--- src/rtl/csem_pkg.sv ---
// ----------------------------------------------------------------------------
// Counting semaphore wait queue: package
// Sizes, request and status codes, and payload types.
// ----------------------------------------------------------------------------
package csem_pkg;

  localparam int MAX_TASKS = 16;
  localparam int IDX_W     = $clog2(MAX_TASKS);
  localparam int TOT_W     = $clog2(MAX_TASKS + 1);
  localparam int ID_W      = 4;
  localparam int CNT_W     = 31;
  localparam int ADDR_W    = 3;
  localparam int DATA_W    = 32;

  localparam logic [CNT_W-1:0] CNT_TOP = {CNT_W{1'b1}};

  localparam logic KIND_REPLY = 1'b0;
  localparam logic KIND_WAKE  = 1'b1;

  localparam logic REG_INIT = 1'b0;
  localparam logic REG_MAX  = 1'b1;

  typedef enum logic [2:0] {
    REQ_WAIT    = 3'd0,
    REQ_TRYWAIT = 3'd1,
    REQ_POST    = 3'd2,
    REQ_CLOSE   = 3'd3,
    REQ_CANCEL  = 3'd4,
    REQ_REINIT  = 3'd5
  } req_type_e;

  typedef enum logic [2:0] {
    ST_OK          = 3'd0,
    ST_QUEUED      = 3'd1,
    ST_CLOSED      = 3'd2,
    ST_UNAVAIL     = 3'd3,
    ST_AT_LIMIT    = 3'd4,
    ST_ALREADY     = 3'd5,
    ST_NOT_WAITING = 3'd6
  } status_e;

  typedef struct packed {
    logic [2:0]      req_type;
    logic [ID_W-1:0] task_id;
  } req_t;

  typedef struct packed {
    logic             result_kind;
    logic [ID_W-1:0]  task_id_out;
    logic [2:0]       status;
    logic [CNT_W-1:0] count_now;
    logic [4:0]       waiters_now;
    logic             last;
  } rsp_t;

  typedef struct packed {
    logic [CNT_W-1:0] reload_count;
    logic [CNT_W-1:0] count_cap;
  } cfg_t;

endpackage

--- src/rtl/csem_regs.sv ---
// ----------------------------------------------------------------------------
// Counting semaphore wait queue: configuration registers
// APB-style register file holding the reload count and the count limit.
// ----------------------------------------------------------------------------
module csem_regs
  import csem_pkg::*;
(
  input  logic              clk,
  input  logic              rst,
  input  logic              psel,
  input  logic              penable,
  input  logic              pwrite,
  input  logic [ADDR_W-1:0] paddr,
  input  logic [DATA_W-1:0] pwdata,
  output logic [DATA_W-1:0] prdata,
  output logic              pready,
  output cfg_t              cfg
);

  logic wr_en;

  assign pready = 1'b1;
  assign wr_en  = psel && penable && pwrite;

  always_ff @(posedge clk) begin
    if (rst) begin
      cfg.reload_count <= '0;
      cfg.count_cap    <= CNT_TOP;
    end else if (wr_en) begin
      unique case (paddr[2])
        REG_INIT: cfg.reload_count <= pwdata[CNT_W-1:0];
        REG_MAX:  cfg.count_cap    <= pwdata[CNT_W-1:0];
      endcase
    end
  end

  always_comb begin
    unique case (paddr[2])
      REG_INIT: prdata = DATA_W'(cfg.reload_count);
      REG_MAX:  prdata = DATA_W'(cfg.count_cap);
    endcase
  end

endmodule

--- src/rtl/counting_semaphore_wait_queue.sv ---
// ----------------------------------------------------------------------------
// Counting semaphore wait queue
// Counting semaphore with a FIFO of waiting tasks kept in a RAM with a registered read.
// ----------------------------------------------------------------------------
// Requests (req_type, task_id) enter on the req channel under valid/ready;
// results leave on the rsp channel. Each request yields zero or more wake
// notices, oldest waiter first, and then exactly one reply marked last.
// Configuration (reload count at 0x0, count cap at 0x4) goes through the
// APB-style port and is used by later requests.
// One request is in flight at a time: req_ready is high only in S_IDLE,
// which is re-entered once the reply is loaded. Every wake notice takes a
// queue RAM read (S_RD), then the output load (S_WK); cancel walks the
// queue entry by entry (a RAM read in S_CAN_RD, a compare in S_CAN_CK) up
// to the queue's tail.
// Reset empties the queue, clears the count and reopens the semaphore; no
// clearing pass is needed. A stalled rsp channel holds the output register
// and freezes the wake sequence until the result is taken.
// ----------------------------------------------------------------------------
module counting_semaphore_wait_queue
  import csem_pkg::*;
(
  input  logic              clk,
  input  logic              rst,
  input  logic              req_valid,
  output logic              req_ready,
  input  req_t              req,
  output logic              rsp_valid,
  input  logic              rsp_ready,
  output rsp_t              rsp,
  input  logic              psel,
  input  logic              penable,
  input  logic              pwrite,
  input  logic [ADDR_W-1:0] paddr,
  input  logic [DATA_W-1:0] pwdata,
  output logic [DATA_W-1:0] prdata,
  output logic              pready
);

  typedef enum logic [2:0] {
    S_IDLE,
    S_RD,
    S_WK,
    S_CAN_RD,
    S_CAN_CK,
    S_REPLY
  } state_t;

  function automatic logic [IDX_W-1:0] slot(input logic [IDX_W-1:0] base,
                                            input logic [IDX_W-1:0] pos);
    logic [IDX_W:0] s;
    s = {1'b0, base} + {1'b0, pos};
    if (s >= (IDX_W+1)'(MAX_TASKS)) s = s - (IDX_W+1)'(MAX_TASKS);
    return s[IDX_W-1:0];
  endfunction

  cfg_t cfg;

  logic [ID_W-1:0]  queue_mem [MAX_TASKS];
  logic [ID_W-1:0]  rd_data;
  logic [IDX_W-1:0] raddr;
  logic [IDX_W-1:0] waddr;
  logic [ID_W-1:0]  wdata;
  logic             we;

  state_t           state;
  logic [CNT_W-1:0] sem_count;
  logic             closed;
  logic [MAX_TASKS-1:0] marks;
  logic [IDX_W-1:0] head;
  logic [TOT_W-1:0] total;
  logic [TOT_W-1:0] wake_left;
  logic [TOT_W-1:0] q;
  logic             found;
  logic             reinit_pend;
  logic [ID_W-1:0]  rep_id;
  logic [2:0]       rep_st;
  logic             rsp_valid_q;
  rsp_t             rsp_q;

  logic             out_free;
  logic             rsp_load;
  logic             id_ok;
  logic             id_marked;
  logic             at_limit;
  logic [CNT_W-1:0] init_sat;
  logic             enqueue;
  logic [IDX_W-1:0] head_inc;
  logic [TOT_W-1:0] q_dec;
  logic             hit;
  logic             last_pos;

  csem_regs u_regs (
    .clk     (clk),
    .rst     (rst),
    .psel    (psel),
    .penable (penable),
    .pwrite  (pwrite),
    .paddr   (paddr),
    .pwdata  (pwdata),
    .prdata  (prdata),
    .pready  (pready),
    .cfg     (cfg)
  );

  assign req_ready = (state == S_IDLE);
  assign rsp_valid = rsp_valid_q;
  assign rsp       = rsp_q;
  assign out_free  = !rsp_valid_q || rsp_ready;
  assign rsp_load  = out_free && ((state == S_WK) || (state == S_REPLY));

  assign id_ok     = 32'(req.task_id) < MAX_TASKS;
  assign id_marked = marks[IDX_W'(req.task_id)];
  assign at_limit  = (sem_count == CNT_TOP) || (sem_count >= cfg.count_cap);
  assign init_sat  = (cfg.reload_count > cfg.count_cap) ? cfg.count_cap
                                                        : cfg.reload_count;
  assign head_inc  = (head == IDX_W'(MAX_TASKS - 1)) ? '0 : head + 1'b1;
  assign q_dec     = q - 1'b1;
  assign hit       = (rd_data == rep_id);
  assign last_pos  = ((q + 1'b1) == total);

  assign enqueue = req_valid && (state == S_IDLE) && (req.req_type == REQ_WAIT) &&
                   !closed && (sem_count == '0) && id_ok && !id_marked &&
                   (32'(total) < MAX_TASKS);

  always_comb begin
    unique case (state)
      S_CAN_RD, S_CAN_CK: raddr = slot(head, q[IDX_W-1:0]);
      default:            raddr = head;
    endcase
  end

  always_comb begin
    we    = 1'b0;
    waddr = slot(head, total[IDX_W-1:0]);
    wdata = req.task_id;
    if (enqueue) begin
      we = 1'b1;
    end else if ((state == S_CAN_CK) && found) begin
      we    = 1'b1;
      waddr = slot(head, q_dec[IDX_W-1:0]);
      wdata = rd_data;
    end
  end

  always_ff @(posedge clk) begin
    if (we) queue_mem[waddr] <= wdata;
    rd_data <= queue_mem[raddr];
  end

  always_ff @(posedge clk) begin
    if (rst) begin
      state       <= S_IDLE;
      sem_count   <= '0;
      closed      <= 1'b0;
      marks       <= '0;
      head        <= '0;
      total       <= '0;
      wake_left   <= '0;
      q           <= '0;
      found       <= 1'b0;
      reinit_pend <= 1'b0;
      rsp_valid_q <= 1'b0;
    end else begin
      if (rsp_load) begin
        rsp_valid_q <= 1'b1;
      end else if (rsp_ready) begin
        rsp_valid_q <= 1'b0;
      end
      unique case (state)
        S_IDLE: begin
          if (req_valid) begin
            rep_id      <= req.task_id;
            reinit_pend <= 1'b0;
            state       <= S_REPLY;
            unique case (req.req_type)
              REQ_WAIT: begin
                if (closed) begin
                  rep_st <= ST_CLOSED;
                end else if (sem_count != '0) begin
                  sem_count <= sem_count - 1'b1;
                  rep_st    <= ST_OK;
                end else if (!id_ok) begin
                  rep_st <= ST_UNAVAIL;
                end else if (id_marked) begin
                  rep_st <= ST_ALREADY;
                end else if (32'(total) >= MAX_TASKS) begin
                  rep_st <= ST_UNAVAIL;
                end else begin
                  marks[IDX_W'(req.task_id)] <= 1'b1;
                  total  <= total + 1'b1;
                  rep_st <= ST_QUEUED;
                end
              end
              REQ_TRYWAIT: begin
                if (closed) begin
                  rep_st <= ST_CLOSED;
                end else if (sem_count != '0) begin
                  sem_count <= sem_count - 1'b1;
                  rep_st    <= ST_OK;
                end else begin
                  rep_st <= ST_UNAVAIL;
                end
              end
              REQ_POST: begin
                if (closed) begin
                  rep_st <= ST_CLOSED;
                end else if (at_limit) begin
                  rep_st <= ST_AT_LIMIT;
                end else begin
                  sem_count <= sem_count + 1'b1;
                  rep_st    <= ST_OK;
                  if (total != '0) begin
                    total     <= total - 1'b1;
                    wake_left <= TOT_W'(1);
                    state     <= S_RD;
                  end
                end
              end
              REQ_CLOSE: begin
                closed <= 1'b1;
                rep_st <= ST_OK;
                if (total != '0) begin
                  wake_left <= total;
                  total     <= '0;
                  state     <= S_RD;
                end
              end
              REQ_CANCEL: begin
                if (!id_ok || !id_marked) begin
                  rep_st <= ST_NOT_WAITING;
                end else begin
                  q     <= '0;
                  found <= 1'b0;
                  state <= S_CAN_RD;
                end
              end
              REQ_REINIT: begin
                sem_count <= init_sat;
                closed    <= 1'b0;
                rep_st    <= ST_OK;
                if (total != '0) begin
                  wake_left   <= total;
                  total       <= '0;
                  reinit_pend <= 1'b1;
                  state       <= S_RD;
                end else begin
                  head <= '0;
                end
              end
              default: rep_st <= ST_UNAVAIL;
            endcase
          end
        end
        S_RD: state <= S_WK;
        S_WK: begin
          if (out_free) begin
            rsp_q <= '{result_kind: KIND_WAKE, task_id_out: rd_data, status: ST_OK,
                       count_now: sem_count, waiters_now: 5'(total), last: 1'b0};
            marks[IDX_W'(rd_data)] <= 1'b0;
            wake_left <= wake_left - 1'b1;
            if (wake_left == TOT_W'(1)) begin
              head  <= reinit_pend ? '0 : head_inc;
              state <= S_REPLY;
            end else begin
              head  <= head_inc;
              state <= S_RD;
            end
          end
        end
        S_CAN_RD: state <= S_CAN_CK;
        S_CAN_CK: begin
          if (last_pos) begin
            marks[IDX_W'(rep_id)] <= 1'b0;
            if (found || hit) begin
              total  <= total - 1'b1;
              rep_st <= ST_OK;
            end else begin
              rep_st <= ST_NOT_WAITING;
            end
            state <= S_REPLY;
          end else begin
            found <= found || hit;
            q     <= q + 1'b1;
            state <= S_CAN_RD;
          end
        end
        S_REPLY: begin
          if (out_free) begin
            rsp_q <= '{result_kind: KIND_REPLY, task_id_out: rep_id, status: rep_st,
                       count_now: sem_count, waiters_now: 5'(total), last: 1'b1};
            state <= S_IDLE;
          end
        end
      endcase
    end
  end

endmodule

--- config.mk ---
export PLATFORM = sky130hd
export DESIGN_NAME = counting_semaphore_wait_queue
export DESIGN_NICKNAME = d
export VERILOG_FILES = /design/src/rtl/csem_pkg.sv /design/src/rtl/csem_regs.sv /design/src/rtl/counting_semaphore_wait_queue.sv
export SDC_FILE = /design/constraint.sdc
export NUM_CORES = 1
export LEC_CHECK = 0
export BUFFER_PORTS_ARGS = -buffer_cell sky130_fd_sc_hd__buf_2
export CAP_MARGIN = 20
export CORE_MARGIN = 10
export CORE_UTILIZATION = 32
export CTS_CLUSTER_DIAMETER = 150
export DETAILED_ROUTE_END_ITERATION = 8
export SYNTH_ARGS = -nofsm -noshare
export SYNTH_HDL_FRONTEND = slang
export SYNTH_HIERARCHICAL = 1
export SYNTH_SLANG_ARGS = --single-unit
--- constraint.sdc ---
create_clock -name clk -period 12.4 [get_ports clk]
set_clock_uncertainty 0.2 [all_clocks]
set_input_delay 0.62 -clock clk [delete_from_list [all_inputs] [get_ports clk]]
set_output_delay 0.62 -clock clk [all_outputs]
set_load 0.02 [all_outputs]
==> impl_metrics.ini, run 1 <==
[critical_path]
r2r-start = sem_count[1]
worstPathCellList = buf_2 > nor2_1 > nand2_1 > buf_4 > ha_1 > a21o_1 > a21oi_1 > a21oi_1 > o211ai_1 > a32oi_1 > a211oi_1 > o211a_1 > a311oi_1 > or3b_2 > a31oi_1
critPathMaxFanout = 39
rrSetupSlack_ns = 8.39
cpMaxStageDelayCell = a211oi_1
r2r_end = sem_count[4]
arrival_ns = 4.38
cp.required_ns = 12.69
start_kind = input pin
critPathMostFrequentCell = a21oi_1
end_kind = flip-flop
r2r_cells = 12
crit_type = in -> reg
slowest_delay_ns = 0.56

[status]
status = finished clean

[global_route]
grt_pass1_wl_um = 71300
grt.total_usage = 0.148
grt_remaining_overflow = 0
grt_max_degree = 80
grt_pass1_vias = 12800
antenna_found_initial = 0

[clock_network]
cts_setup_buffers = 0
tritoncts = built
clkSinkCount = 255
ctsHoldBuffers = 0
insertion_delay_ns = 0.58
cts-htree-levels = 1
root_buffer = clkbuf_16
cts_buffers = 30
cts_buffer_depth = 3
cts.reportedPaths.clkPinSlew_ns = 0.06
cts_resized = 0

[placed_design]
dp.cells = 2401
gp_congestion = 0.876
post-dp-hpwl_um = 33200
place_area_mm2 = 0.0170
io_buffers = 123

[floorplanning]
core_area_mm2 = 0.0490
ioPinCount = 129
die_area_mm2 = 0.0589
start_util = 0.324
die_x_um = 243
rows = 81
die_h_um = 243

[synthesis]
synth.most_common_cell = nor2_1
yosysTopAreaCell = edfxtp_1
synth_top_area_share = 0.220
ys_types = 79
synth-edff-count = 116
synth_async_sr_flop_share = 0
netlist_instances = 1695
ys_warn_count = 6
syn_nets = 1856
ys_seq_area_frac = 0.395
syn_avg_cell_area_um2 = 9.36
synth_common_cells = 199 x nor2_1, 139 x dfxtp_1, 118 x nand2_1
synth_ff_type = dfxtp_1
synth_area_mm2 = 0.0159
ys_seq_elements = 255
synth.top_cells.by_area = edfxtp_1 22%, dfxtp_1 18%, ha_1 8.5%

[sta]
drv_slew = 0
fmax_ghz = 0.244
period_needed_ns = 4.09
setup_viol = 0
rsz0062_at_grt = no
report.final.hold_viol_count = 0
tns_ns = 0
fin_crit_sh = 0.330
slew_headroom = 0.279
worst_slew_pin_slew_ns = 1.08

[power]
p_per_area_mw_per_mm2 = 137
power_w = 0.00248
leakagePower_nw = 7.33
vdd_drop_max_uv = 95.5

[route]
drt-pass1-iter-count = 5
num_vias = 13000
final_antenna_net_count = 0
routedWlPerCell_um = 18.5
drc = 0
wl_um = 45400
vias_per_cell = 5.27
drt_iter0_drc = 979

[hold_path]
hold_path_startpoint = pwdata[7]
hold_path.class = in -> reg
worstHoldPathCells = 3
hold_end = u_regs/cfg[38]

[cells_and_area]
drive_above_1_share = 0.149
finalNonFillerCells = 2457
fin_area_mm2 = 0.0181
layout-area-overhead-vs-synth_pct = 13.9
antenna_cells = 0
nets = 1932

[run]
maxCapViolations = 0
-- routing by layer --
layer | up-vias | track usage | wire (µm)
met4 | 0 | 0.0402 | 1010
met5 | - | 0 | 0
met3 | 65 | 0.0214 | 2000
li1 | 6351 | - | -
met1 | 6214 | 0.194 | 20900
met2 | 327 | 0.248 | 21500
-- worst max-delay path by stage --
| stage | start | endpoint | slack (ns) |
|---|---|---|---|
| after floorplan | rst | rsp[0] | 7.11 |
| after global placement | req[6] | sem_count[30] | 7.81 |
| after detailed placement | req[6] | sem_count[30] | 7.80 |
| after CTS | req[6] | sem_count[30] | 8.39 |
| after global routing | req[6] | sem_count[30] | 7.95 |
| final | req[6] | sem_count[30] | 8.31 |
-- cell type report --
| type | instances | area (µm²) |
|---|---|---|
| clock inverters | 9 | 135 |
| well taps | 664 | 831 |
| repair buffers | 140 | 759 |
| fillers | 4899 | 30900 |
| clock buffers | 45 | 921 |
| multi-input cells | 1278 | 8910 |
| flip-flops and latches | 255 | 6270 |
| inverters | 66 | 248 |
-- where the power goes --
part	total, W	switching [W]	leakage [nW]	internal (W)
sequential	0.000984	0.0000675	2.18	0.000916
combinational	0.000559	0.000332	4.63	0.000227
clock	0.000937	0.000364	0.520	0.000573
-- critical path, delay by kind of cell --
family	cells	cell delay, ns
AO/OA/AOI/OAI	9	2.03
buffers and inverters	2	0.66
AND/OR/NAND/NOR	3	0.64
adder cells (fa/ha/maj)	1	0.38
-- registers in the layout, indices dropped and copies added (netlist names) --
signal / cells
marks: 16
reinit_pend: 1
closed: 1
rd_data: 4
u_regs/cfg: 62
rep_id: 4
total: 5
rsp: 45
head: 4
state: 3
rep_st: 3
rsp_valid: 1
q: 5
sem_count: 31
queue_mem: 64
found: 1
wake_left: 5
-- metrics by stage --
step | setup slack, ns | hold slack, ns | util
floorplan | 7.11 | 0.203 | -
global placement | 7.81 | 0.280 | 0.347
detailed placement | 7.80 | 0.283 | 0.347
CTS | 8.39 | 0.0975 | 0.369
global route | 7.95 | 0.121 | 0.369
finish | 8.31 | 0.125 | 0.369
-- placed cells by master (no fill, tap or decap), types with 13 or more instances in the layout --
| master | n |
|---|---|
| a21o_1 | 42 |
| nand2b_1 | 76 |
| nand3_1 | 24 |
| mux2_2 | 47 |
| dfxtp_1 | 139 |
| nor3_1 | 42 |
| xnor2_1 | 34 |
| nor2b_1 | 16 |
| nor4_1 | 13 |
| ha_1 | 108 |
| nor2_1 | 197 |
| a31oi_1 | 22 |
| a21oi_1 | 108 |
| mux2i_1 | 97 |
| inv_1 | 66 |
| edfxtp_1 | 116 |
| buf_4 | 15 |
| xor2_1 | 17 |
| a211oi_1 | 47 |
| buf_2 | 122 |
| o211ai_1 | 19 |
| o21ai_0 | 60 |
| nand2_1 | 118 |
| nand4_1 | 26 |
| clkbuf_16 | 33 |
-- logic make-up after synthesis --
family / Yosys count / share of synthesized area
buffers and inverters: 162 / 0.0458
and+or+nand+nor: 582 / 0.180
muxes: 149 / 0.102
DFF: 255 / 0.395
other: 2 / 0.000474
xor gates and xnor gates: 51 / 0.0282
AOI/OAI and AO/OA: 382 / 0.159
adders and majority gates: 112 / 0.0903
Note: power is estimated with default switching activity, not from simulation.
==> run 2, diff against run 1 <==
Clock period 12.4 ns to 3.4 ns, I/O delays scaled along.
==> impl_metrics.ini, run 2 (same netlist as run 1, synthesis figures left out) <==
[cells_and_area]
fin_area_mm2 = 0.0198
antenna_cells = 0
drive_above_1_share = 0.223
largest_reg_flops = 64
layout-area-overhead-vs-synth_pct = 24.6
nets = 2124
most-common-layout-cells = 195 x nor2_1, 161 x buf_4, 137 x dfxtp_1
postLayoutCoreUtil = 0.404
final_common_cell = nor2_1
top_register = queue_mem

[power]
leakagePower_nw = 8.25
vdd_drop_max_uv = 395
p_per_area_mw_per_mm2 = 475

[critical_path]
cp_num_buf_inv = 3
worstPathCellList = inv_1 > ha_1 > and3_1 > nand3_1 > nor3_1 > a2111o_1 > buf_4 > nor4_2 > nor4_1 > a211o_2 > buf_4 > o21ai_0 > a21oi_1
cp-startpoint = u_regs/cfg[21]
slowest_delay_ns = 0.49
critPathTopFamily = compound AO/OA/AOI/OAI gates
start_kind = flip-flop
end_kind = flip-flop
critPathMaxFanout = 6
r2r-start = u_regs/cfg[21]
arrival_ns = 3.60
rrSetupSlack_ns = 0.05
crit_type = reg -> reg
r2r_cells = 13
cp.required_ns = 3.65
crit_cells = 13
r2r_end = total[4]
critPathMostFrequentCell = buf_4
cpMaxStageDelayCell = a2111o_1
crit_path_end = total[4]

[route]
vias_per_cell = 5.16
drc = 0
drt-pass1-iter-count = 5
routedWlPerCell_um = 18.1
wl_um = 48000
drt_iter0_drc = 866
num_vias = 13700
final_antenna_net_count = 0

[sta]
fin_crit_sh = 0.985
period_needed_ns = 3.35
rsz0062_at_grt = yes
slew_headroom = 0.380
fmax_ghz = 0.299
setup_viol = 0
drv_slew = 0
report.final.hold_viol_count = 0
worst_slew_pin_slew_ns = 0.930

[clock_network]
cts.reportedPaths.clkPinSlew_ns = 0.06
cts_buffer_depth = 3
cts_buffers = 30
clkSinkCount = 255
cts-htree-levels = 1
insertion_delay_ns = 0.58
tritoncts = built
root_buffer = clkbuf_16

[status]
status = finished clean

[global_route]
grt_remaining_overflow = 0
grt_pass1_wl_um = 75700
grt_pass1_vias = 13800
grt_max_degree = 90
grt.total_usage = 0.156
antenna_found_initial = 0

[floorplanning]
ioPinCount = 129
rows = 81
die_x_um = 243
start_util = 0.324
die_h_um = 243
core_area_mm2 = 0.0490
die_area_mm2 = 0.0589

[hold_path]
worstHoldPathCells = 5
hold_path.class = in -> reg

[placed_design]
post-dp-hpwl_um = 36100
io_buffers = 123
gp_congestion = 0.920
place_area_mm2 = 0.0182

[run]
maxCapViolations = 0
[run 2: cell types whose count changed in the layout (fill, tap and decap cells not counted), moves of 4 or more]
| cell | before | now |
|---|---|---|
| clkinvlp_4 | 0 | 5 |
| clkbuf_1 | 7 | 3 |
| clkinv_1 | 0 | 4 |
| buf_12 | 1 | 7 |
| o21ai_0 | 60 | 56 |
| buf_4 | 15 | 161 |
| o21ai_1 | 0 | 4 |
| dlygate4sd3_1 | 0 | 40 |
[run 2: final cells by class]
cell class	count	area, µm²
multi-input cells	1278	9010
clock buffers	38	853
well taps	664	831
fillers	4800	29200
repair buffers	332	2380
flip-flops and latches	255	6270
clock inverters	18	159
inverters	66	248
[run 2: how the worst min path moves through the flow]
| stage | slack (ns) | start | endpoint |
|---|---|---|---|
| 6_report | 0.04 | req[6] | closed |
| 5_1_grt | 0.09 | penable | u_regs/cfg[24] |
| 4_1_cts | 0.008 | req[6] | closed |
| 3_5_place_dp | 0.25 | pwdata[6] | u_regs/cfg[6] |
| 3_3_place_gp | 0.24 | pwdata[10] | u_regs/cfg[10] |
| 2_1_floorplan | 0.07 | req[0] | rep_id[0] |
[run 2: repair_timing]
action / 4_1_cts / 5_1_grt
resized for setup: 1 / 26
buffers inserted: 0 / 4
setup endpoints to repair: 1 / 56
pin swaps: 0 / 4
hold buffers: 40 / 0
cloned: 0 / 0
endpoints found under the hold margin: 81 / 0
[run 2: per-stage QoR]
stage	setup slack (ns)	total power (W)	hold WS (ns)	instances	setup TNS [ns]
detailed placement	-0.185	0.00602	0.250	2551	-0.896
global route	-0.105	0.00982	0.0930	2651	-1.29
finish	0.0504	0.00937	0.0384	2651	0
CTS	0.00963	0.00938	0.00837	2647	0
floorplan	0.0497	0.00511	0.0689	1695	0
global placement	-0.119	0.00599	0.238	2551	-0.296
[run 2: power breakdown]
group / switching (W) / total (W) / internal, W / leakage (nW)
Combinational: 0.00143 / 0.00256 / 0.00113 / 5.58
Clock: 0.00137 / 0.00330 / 0.00193 / 0.483
Sequential: 0.000177 / 0.00352 / 0.00334 / 2.19
[run 2: routing by layer]
layer  global-route usage  vias to the layer above  part of all wire
li1                     -                     6714                 -
met1                0.203                     6503              0.45
met2                0.260                      371              0.47
met3               0.0236                       99             0.047
met4               0.0531                        0             0.033
met5                    0                        -                 0
[run 2: worst reg2reg max path, cell delays in order (launching register included)]
cell and delay, ns:
dfxtp_1 0.36, inv_1 0.09, ha_1 0.31, and3_1 0.17
nand3_1 0.20, nor3_1 0.11, a2111o_1 0.49, buf_4 0.17
nor4_2 0.22, nor4_1 0.09, a211o_2 0.38, buf_4 0.16
o21ai_0 0.19, a21oi_1 0.10
